[src/hdl/sorted_key_table_macros.svh]
// ----------------------------------------------------------------------------
// sorted key table assertion macros
// shared concurrent assertion forms, clocked on clock, off during reset
// ----------------------------------------------------------------------------
`ifndef SORTED_KEY_TABLE_MACROS_SVH
`define SORTED_KEY_TABLE_MACROS_SVH

// same-cycle implication
`define SKT_ASSERT_NOW(lbl, ante, cons, msg) \
   lbl: assert property (@(posedge clock) disable iff (reset) (ante) |-> (cons)) \
      else $error(msg);

// next-cycle implication
`define SKT_ASSERT_NXT(lbl, ante, cons, msg) \
   lbl: assert property (@(posedge clock) disable iff (reset) (ante) |=> (cons)) \
      else $error(msg);

`endif

[src/hdl/skt_pkg.sv]
// ----------------------------------------------------------------------------
// sorted key table package
// field widths, opcode and status codes, sequencer state codes, default capacity
// ----------------------------------------------------------------------------
package skt_pkg;

   localparam int CapacityDefault = 64;
   localparam int KeyWidth        = 31;
   localparam int PosWidth        = 6;
   localparam int CntWidth        = 7;

   typedef enum logic [1:0] {
      OP_LOOKUP = 2'd0,
      OP_INSERT = 2'd1,
      OP_REMOVE = 2'd2,
      OP_UNUSED = 2'd3
   } opcode_type;

   typedef enum logic [1:0] {
      ST_DONE = 2'd0,
      ST_MISS = 2'd1,
      ST_FULL = 2'd2,
      ST_RSVD = 2'd3
   } status_type;

   typedef enum logic [6:0] {
      S_IDLE    = 7'b0000001,
      S_SRCH    = 7'b0000010,
      S_SCMP    = 7'b0000100,
      S_PROBE   = 7'b0001000,
      S_PCHK    = 7'b0010000,
      S_MOVE    = 7'b0100000,
      S_MOVE_WR = 7'b1000000
   } state_type;

endpackage

[src/hdl/sorted_key_table.sv]
// sequence: binary search steps over the filled entries, each a ram read and a key compare,
//   then the closing bound check and exact-match probe; a completed insert or remove then
//   shifts entries by a read and a write each, and an insert writes its new entry last
// one request at a time; busy falls in the cycle of the result strobe
// the single ram port pair and the key comparisons set this sequence; no receiver stall
// reset clears the entry count and the sequencer; ram contents are not cleared
// ----------------------------------------------------------------------------
// sorted key table
// ascending key table with lookup, insert and remove over a shared ram
// ----------------------------------------------------------------------------
module sorted_key_table
   import skt_pkg::*;
#(
   parameter int CAPACITY = CapacityDefault
) (
   input  logic                clock,
   input  logic                reset,
   input  logic                start,
   output logic                busy,
   input  logic [1:0]          req_opcode,
   input  logic [KeyWidth-1:0] req_key,
   input  logic [KeyWidth-1:0] req_payload,
   output logic                rsp_valid,
   output logic [1:0]          rsp_status,
   output logic [KeyWidth-1:0] rsp_found_key,
   output logic [KeyWidth-1:0] rsp_found_payload,
   output logic [PosWidth-1:0] rsp_position,
   output logic [CntWidth-1:0] rsp_entry_count
);

   localparam int AW = $clog2(CAPACITY);
   localparam int CW = $clog2(CAPACITY + 1);
   localparam int DW = 2 * KeyWidth;

   state_type           state_ff, state_in;
   logic [CW-1:0]       count_ff, count_in;
   logic [CW-1:0]       lo_ff, lo_in;
   logic [CW-1:0]       hi_ff, hi_in;
   logic [CW-1:0]       mv_idx_ff, mv_idx_in;
   logic                probe_ok_ff, probe_ok_in;
   opcode_type          op_ff, op_in;
   logic [KeyWidth-1:0] key_ff, key_in;
   logic [KeyWidth-1:0] pay_ff, pay_in;
   logic                rsp_valid_ff, rsp_valid_in;
   status_type          res_status_ff, res_status_in;
   logic [KeyWidth-1:0] res_pay_ff, res_pay_in;
   logic [CW-1:0]       res_pos_ff, res_pos_in;

   logic [CW-1:0]       mid;
   logic [CW-1:0]       rd_idx;
   logic [CW-1:0]       wr_idx;
   logic                wr_en;
   logic [DW-1:0]       wr_data;
   logic [DW-1:0]       rd_data;
   logic [KeyWidth-1:0] rd_key;
   logic [KeyWidth-1:0] rd_pay;
   logic                hit;
   logic [31:0]         pos_wide;
   logic [31:0]         cnt_wide;

   skt_ram #(
      .WIDTH(DW),
      .DEPTH(CAPACITY)
   ) u_store (
      .clock  (clock),
      .wr_en  (wr_en),
      .wr_addr(wr_idx[AW-1:0]),
      .wr_data(wr_data),
      .rd_addr(rd_idx[AW-1:0]),
      .rd_data(rd_data)
   );

   assign rd_key = rd_data[DW-1:KeyWidth];
   assign rd_pay = rd_data[KeyWidth-1:0];
   assign mid    = lo_ff + ((hi_ff - lo_ff) >> 1);
   assign hit    = probe_ok_ff && (rd_key == key_ff);

   always_comb begin
      state_in      = state_ff;
      count_in      = count_ff;
      lo_in         = lo_ff;
      hi_in         = hi_ff;
      mv_idx_in     = mv_idx_ff;
      probe_ok_in   = probe_ok_ff;
      op_in         = op_ff;
      key_in        = key_ff;
      pay_in        = pay_ff;
      rsp_valid_in  = 1'b0;
      res_status_in = res_status_ff;
      res_pay_in    = res_pay_ff;
      res_pos_in    = res_pos_ff;
      rd_idx        = lo_ff;
      wr_idx        = mv_idx_ff;
      wr_en         = 1'b0;
      wr_data       = rd_data;

      case (state_ff)
         S_IDLE: begin
            if (start) begin
               op_in    = opcode_type'(req_opcode);
               key_in   = req_key;
               pay_in   = req_payload;
               lo_in    = '0;
               hi_in    = count_ff;
               state_in = S_SRCH;
            end
         end
         S_SRCH: begin
            rd_idx = mid;
            if (lo_ff < hi_ff) begin
               state_in = S_SCMP;
            end else begin
               state_in = S_PROBE;
            end
         end
         S_SCMP: begin
            if (rd_key < key_ff) begin
               lo_in = mid + CW'(1);
            end else begin
               hi_in = mid;
            end
            state_in = S_SRCH;
         end
         S_PROBE: begin
            rd_idx      = lo_ff;
            probe_ok_in = (lo_ff < count_ff);
            state_in    = S_PCHK;
         end
         S_PCHK: begin
            res_status_in = ST_MISS;
            res_pay_in    = '0;
            res_pos_in    = '0;
            case (op_ff)
               OP_LOOKUP: begin
                  if (hit) begin
                     res_status_in = ST_DONE;
                     res_pay_in    = rd_pay;
                     res_pos_in    = lo_ff;
                  end
                  rsp_valid_in = 1'b1;
                  state_in     = S_IDLE;
               end
               OP_INSERT: begin
                  if (hit) begin
                     rsp_valid_in = 1'b1;
                     state_in     = S_IDLE;
                  end else if (count_ff == CW'(CAPACITY)) begin
                     res_status_in = ST_FULL;
                     rsp_valid_in  = 1'b1;
                     state_in      = S_IDLE;
                  end else begin
                     res_status_in = ST_DONE;
                     res_pay_in    = pay_ff;
                     res_pos_in    = lo_ff;
                     mv_idx_in     = count_ff;
                     state_in      = S_MOVE;
                  end
               end
               OP_REMOVE: begin
                  if (hit) begin
                     res_status_in = ST_DONE;
                     res_pay_in    = rd_pay;
                     res_pos_in    = lo_ff;
                     mv_idx_in     = lo_ff;
                     state_in      = S_MOVE;
                  end else begin
                     rsp_valid_in = 1'b1;
                     state_in     = S_IDLE;
                  end
               end
               default: begin
                  rsp_valid_in = 1'b1;
                  state_in     = S_IDLE;
               end
            endcase
         end
         S_MOVE: begin
            if (op_ff == OP_INSERT) begin
               rd_idx = mv_idx_ff - CW'(1);
               if (mv_idx_ff > lo_ff) begin
                  state_in = S_MOVE_WR;
               end else begin
                  wr_en        = 1'b1;
                  wr_idx       = lo_ff;
                  wr_data      = {key_ff, pay_ff};
                  count_in     = count_ff + CW'(1);
                  rsp_valid_in = 1'b1;
                  state_in     = S_IDLE;
               end
            end else begin
               rd_idx = mv_idx_ff + CW'(1);
               if ((mv_idx_ff + CW'(1)) < count_ff) begin
                  state_in = S_MOVE_WR;
               end else begin
                  count_in     = count_ff - CW'(1);
                  rsp_valid_in = 1'b1;
                  state_in     = S_IDLE;
               end
            end
         end
         S_MOVE_WR: begin
            wr_en  = 1'b1;
            wr_idx = mv_idx_ff;
            if (op_ff == OP_INSERT) begin
               mv_idx_in = mv_idx_ff - CW'(1);
            end else begin
               mv_idx_in = mv_idx_ff + CW'(1);
            end
            state_in = S_MOVE;
         end
         default: begin
            state_in = S_IDLE;
         end
      endcase
   end

   always_ff @(posedge clock) begin
      if (reset) begin
         state_ff     <= S_IDLE;
         count_ff     <= '0;
         rsp_valid_ff <= 1'b0;
      end else begin
         state_ff     <= state_in;
         count_ff     <= count_in;
         rsp_valid_ff <= rsp_valid_in;
      end
   end

   always_ff @(posedge clock) begin
      lo_ff         <= lo_in;
      hi_ff         <= hi_in;
      mv_idx_ff     <= mv_idx_in;
      probe_ok_ff   <= probe_ok_in;
      op_ff         <= op_in;
      key_ff        <= key_in;
      pay_ff        <= pay_in;
      res_status_ff <= res_status_in;
      res_pay_ff    <= res_pay_in;
      res_pos_ff    <= res_pos_in;
   end

   assign pos_wide = 32'(res_pos_ff);
   assign cnt_wide = 32'(count_ff);

   assign busy              = (state_ff != S_IDLE);
   assign rsp_valid         = rsp_valid_ff;
   assign rsp_status        = res_status_ff;
   assign rsp_found_key     = key_ff;
   assign rsp_found_payload = res_pay_ff;
   assign rsp_position      = pos_wide[PosWidth-1:0];
   assign rsp_entry_count   = cnt_wide[CntWidth-1:0];

`include "sorted_key_table_macros.svh"

   `SKT_ASSERT_NOW(a_count_bound, 1'b1, count_ff <= CW'(CAPACITY), "count above capacity")
   `SKT_ASSERT_NOW(a_full_only_at_cap, rsp_valid && (rsp_status == ST_FULL), count_ff == CW'(CAPACITY), "full status below capacity")
   `SKT_ASSERT_NXT(a_start_busy, start && !busy, busy, "accepted word did not raise busy")
   `SKT_ASSERT_NOW(a_done_zero_pay, rsp_valid && (rsp_status != ST_DONE), rsp_found_payload == '0 && rsp_position == '0, "not-done word carries data")

endmodule

[src/hdl/skt_ram.sv]
// ----------------------------------------------------------------------------
// sorted key table ram
// one write port, one read port, registered read data
// ----------------------------------------------------------------------------
module skt_ram #(
   parameter int WIDTH = 8,
   parameter int DEPTH = 16
) (
   input  logic                     clock,
   input  logic                     wr_en,
   input  logic [$clog2(DEPTH)-1:0] wr_addr,
   input  logic [WIDTH-1:0]         wr_data,
   input  logic [$clog2(DEPTH)-1:0] rd_addr,
   output logic [WIDTH-1:0]         rd_data
);

   logic [WIDTH-1:0] mem [DEPTH];
   logic [WIDTH-1:0] rd_data_ff;

   always_ff @(posedge clock) begin
      if (wr_en) begin
         mem[wr_addr] <= wr_data;
      end
      rd_data_ff <= mem[rd_addr];
   end

   assign rd_data = rd_data_ff;

endmodule

[config.mk]
export PLATFORM = sky130hd
export DESIGN_NAME = sorted_key_table
export DESIGN_NICKNAME = d
export VERILOG_FILES = /design/src/hdl/skt_pkg.sv /design/src/hdl/sorted_key_table.sv /design/src/hdl/skt_ram.sv
export VERILOG_INCLUDE_DIRS = /design/src /design/src/hdl
export SDC_FILE = /design/constraint.sdc
export NUM_CORES = 2
export LEC_CHECK = 0
export BUFFER_PORTS_ARGS = -buffer_cell sky130_fd_sc_hd__buf_2
export CELL_PAD_IN_SITES_DETAIL_PLACEMENT = 2
export CELL_PAD_IN_SITES_GLOBAL_PLACEMENT = 2
export CORE_MARGIN = 1.5
export CORE_UTILIZATION = 50
export CTS_CLUSTER_SIZE = 28
export DETAILED_ROUTE_END_ITERATION = 7
export PLACE_DENSITY_LB_ADDON = 0.1
export SLEW_MARGIN = 20
export SYNTH_ARGS = -nofsm -noshare
export SYNTH_HDL_FRONTEND = slang
export SYNTH_SLANG_ARGS = --single-unit
[constraint.sdc]
create_clock -name clock -period 10.5 [get_ports clock]
set_clock_uncertainty 0.15 [all_clocks]
set_input_delay 0 -clock clock [delete_from_list [all_inputs] [get_ports clock]]
set_output_delay 0 -clock clock [all_outputs]
set_load 0.1 [all_outputs]
==> results of run 1 <==
stage by stage:
| stage | area [um2] | worst slack (ns) | hold slack (ns) | instances |
|---|---|---|---|---|
| after global placement | 170000 | 3.73 | 0.0271 | 12300 |
| after floorplan | 163000 | 2.86 | -0.0784 | 8079 |
cell usage after synthesis (56+ instances only):
library cell	n
mux4_2	868
edfxtp_1	4093
mux2i_1	194
nand3_1	135
a22oi_1	95
clkbuf_1	201
nand2_1	440
nand4_1	135
a32o_1	62
nor3_1	61
o21ai_0	56
buf_2	169
buf_4	76
inv_1	72
o2111ai_1	248
ha_1	76
nor2_1	597
a32oi_1	62
dfxtp_1	77
cells by family after synthesis:
kind of cell / count (synthesis) / share of synthesized area, %
DFF: 4170 / 76.5
and+or+nand+nor: 1428 / 3.78
muxes: 1099 / 13.5
AOI/OAI and AO/OA: 701 / 3.64
buffers and inverters: 573 / 1.84
adders and majority gates: 79 / 0.621
xor gates and xnor gates: 29 / 0.156
==> impl_results.md, run 1 <==
* Status: aborted with a tool error
* Halt Stage: detailed placement
* Error Message: [ERROR DPL-0033] detailed placement checks failed during check placement.
* Cells after synthesis at 8079
* Synth cell types at 80
* Starting Density at 50.2%
* Post-synth top area share at 75.5%
* Dominant synthesized flop cell: edfxtp_1
* Mean Syn Cell Area at 20.1 um2
* Synth Warn # at 0
* I/O Buffers at 145
* Die X at 573 um
* I/O pin total at 146
* Die H at 573 um
* Std cell rows at 209
* Post-DP HPWL at 346000 um
* Synth Net Count at 8225
* Area leader, netlist: edfxtp_1
* Ys async rst share at 0%
* Synth top area cells: edfxtp_1 76%, mux4_2 12%, nor2_1 1.4%, o2111ai_1 1.3%, mux2i_1 1.2%
* Register area share after synthesis at 76.5%
* Post-synthesis register bit count at 4170
* Mapped cell area at 0.163 mm2
* Post-synth EDFFs at 4093
* Routability Congestion at 0.854
==> run 2, diff against run 1 <==
--- a/config.mk
+++ b/config.mk
@@ -7,13 +7,10 @@
 export NUM_CORES = 2
 export LEC_CHECK = 0
 export BUFFER_PORTS_ARGS = -buffer_cell sky130_fd_sc_hd__buf_2
-export CELL_PAD_IN_SITES_DETAIL_PLACEMENT = 2
-export CELL_PAD_IN_SITES_GLOBAL_PLACEMENT = 2
 export CORE_MARGIN = 1.5
-export CORE_UTILIZATION = 50
-export CTS_CLUSTER_SIZE = 28
+export CORE_UTILIZATION = 35
 export DETAILED_ROUTE_END_ITERATION = 7
-export PLACE_DENSITY_LB_ADDON = 0.1
+export PLACE_DENSITY_LB_ADDON = 0.15
 export SLEW_MARGIN = 20
 export SYNTH_ARGS = -nofsm -noshare
 export SYNTH_HDL_FRONTEND = slang
==> run 2 against run 1 <==
  * Synthesized cell count is the same
  * The flow now finishes without violations
  * Synthesized area is the same
==> impl_results.md, run 2 <==
* Register area share after synthesis at 76.5%
* Slew Viols, Final at 0
* CTS tree: yes
* Routability Congestion at 0.791
* Synth cell types at 80
* Layout Cells excl Fill at 15100
* Pre-Repair DR Iteration Count at 6
* Top-count cell post-synth: edfxtp_1
* Setup Crit Path Kind: reg -> reg
* Grt ovf at 0
* Die X at 685 um
* # DRC at 0
* Synth Net Count at 8225
* Max FFs per register at 3968
* Post-CTS Setup Bufs at 0
* Initial antenna violation count at 9
* Final Cycle Share at 64.3%
* Die area at 0.469 mm2
* Register with the most flip-flops: u_store.mem
* Worst setup EP type: register
* WP data required at 11.20 ns
* Share of layout cells above drive strength 1 at 24.0%
* Clk slew on worst S/H paths at 0.06 ns
* CP Launch Type: register
* DR vias/cell at 5.57
* Status: completed
* Std cell rows at 250
* Delay-heaviest family, CP: simple AND/OR/NAND/NOR gates
* Worst Setup SP: lo_ff[1]
* Vias in the first global route at 86600
* Via count at 84300
* Mapped cell area at 0.163 mm2
* Area leader, netlist: edfxtp_1
* F_max at 148 MHz
* Antenna-violating nets left at 0
* Max-Cap Viols at 0
* Total GRT Usage at 21.0%
* Ys async rst share at 0%
* First-pass GRT wire length at 699000 um
* Placed cell count at 14200
* Fillers at 41000
* Die H at 685 um
* Hold slack at 0.0738 ns
* Post-synthesis register bit count at 4170
* Area Growth Syn to Fin at 15.3%
* Buf/Inv on CP at 4
* Dominant synthesized flop cell: edfxtp_1
* CP cell instances: inv_1 > ha_1 > nor2b_1 > o21ai_0 > a21boi_0 > o21ai_0 > a21boi_0 > nor2_1 > ha_1 > nor2b_1 > or3b_2 > nand3_1 > a31oi_1 > or2_4 > buf_4 > nor3_4 > buf_4 > buf_4 > a32o_1 > a211oi_2
* Max clock buf depth at 4
* Mean Syn Cell Area at 20.1 um2
* Setup TNS at 0 ns
* RSZ-0062 raised after global routing: false
* Initial DRC Count at 9209
* Overall power at 39.6 mW
* Final setup vio count at 0
* Relative slew slack at 22.8%
* Post-DP HPWL at 273000 um
* Area of the core at 0.463 mm2
* Fin crit period at 6.75 ns
* HP Class: in -> reg
* Post-synth top area share at 75.5%
* Peak supply drop at 0.146 mV
* Crit Path Max Fanout at 36
* Arr. time, crit path at 7.44 ns
* Starting Density at 35.1%
* Hold Fails Final Rpt at 0
* Final nets at 8749
* I/O Buffers at 145
* Root buffer selected by CTS: clkbuf_16
* Pwr per Cell Area at 211 mW/mm2
* Cells after synthesis at 8079
* Synth Warn # at 0
* Post-synth EDFFs at 4093
* Largest net degree at the start of global routing at 111
* CTS sink cnt at 4170
* LEAKAGE at 59.1 nW
* Crit-path most repeated cell: buf_4
* Wire per inst at 33.2 um
* I/O pin total at 146
* Commonest non-fill, non-tap cell in the layout: edfxtp_1
* Least-Margin Pin Slew at 1.16 ns
* CTS Buf Count at 439
* CP max stage cell: buf_4
* Synth top area cells: edfxtp_1 76%, mux4_2 12%, nor2_1 1.4%, o2111ai_1 1.3%, mux2i_1 1.2%
* Later-pin clock latency in the skew report at 1.02 ns
* Most frequent cells in the layout: 4093 x edfxtp_1, 868 x mux4_2, 571 x nor2_1
* HP Start: req_key[23]
* Final wirelength at 502000 um
* H-tree depth at 5
* Worst r2r src: lo_ff[1]
* Synth cell count leaders: 4093 x edfxtp_1, 868 x mux4_2, 597 x nor2_1
* Largest stage delay, worst path at 0.70 ns
## run 2: cells by family after synthesis
logic type | Yosys count | synth area share [%]
AO/OA/AOI/OAI | 701 | 3.64
multiplexers | 1099 | 13.5
flip-flops | 4170 | 76.5
AND/OR/NAND/NOR | 1428 | 3.78
XOR/XNOR | 29 | 0.156
adder cells (fa/ha/maj) | 79 | 0.621
buffers and inverters | 573 | 1.84
## run 2: report_power, final
group          leakage [nW]  switching (mW)  internal [mW]
Combinational          15.0            3.21           1.09
Sequential             37.3           0.169           19.7
Clock                  6.93            6.65           8.80
## run 2: routing by layer
metal	share of wire (%)	track usage, %	up-vias
li1	-	-	34500
met1	43	29.1	46400
met2	49	35.2	2750
met3	5.2	2.65	660
met4	2.6	5.13	2
met5	0.0030	0	-
## run 2: stage by stage
step / area (um2) / utilization, % / setup WS (ns)
4_1_cts: 188000 / 40.5 / 3.79
2_1_floorplan: 163000 / - / 2.86
3_5_place_dp: 172000 / 37.1 / 3.78
5_1_grt: 188000 / 40.5 / 3.27
6_report: 188000 / 40.5 / 3.75
3_3_place_gp: 172000 / 37.1 / 3.55
## run 2: timing repair
item                                   in CTS  in global routing
resized for setup                           0                  0
hold buffers                              134                  0
endpoints found under the hold margin     126                  0
## run 2: worst register-to-register path: cells and delay by family (launching register included)
kind                       cells  cell delay, ns
DFF                            1            0.57
buffers and inverters          4            1.85
and+or+nand+nor                7            1.82
AOI/OAI and AO/OA              7            1.54
adders and majority gates      2            0.70
## run 2: worst paths after layout
kind	end	slack [ns]	cells past startpoint
min reg2reg	rsp_found_payload[15]	0.44	2
min	rsp_found_key[23]	0.07	3
max reg2reg	u_store.rd_data[49]	3.75	20
max	u_store.rd_data[49]	3.75	20
## run 2: final cells by class
| type | instances | area (um2) | share of cell area [%] |
|---|---|---|---|
| diodes | 5 | 12.5 | 0.00667 |
| clock buffers | 550 | 11600 | 6.20 |
| clock inverters | 248 | 2550 | 1.36 |
| inverters | 72 | 273 | 0.145 |
| multi-input cells | 3336 | 36100 | 19.3 |
| flip-flops and latches | 4170 | 124000 | 66.4 |
| well taps | 6174 | 7720 | 4.12 |
| repair buffers | 584 | 4800 | 2.56 |
(Power assumes the default switching activity.)
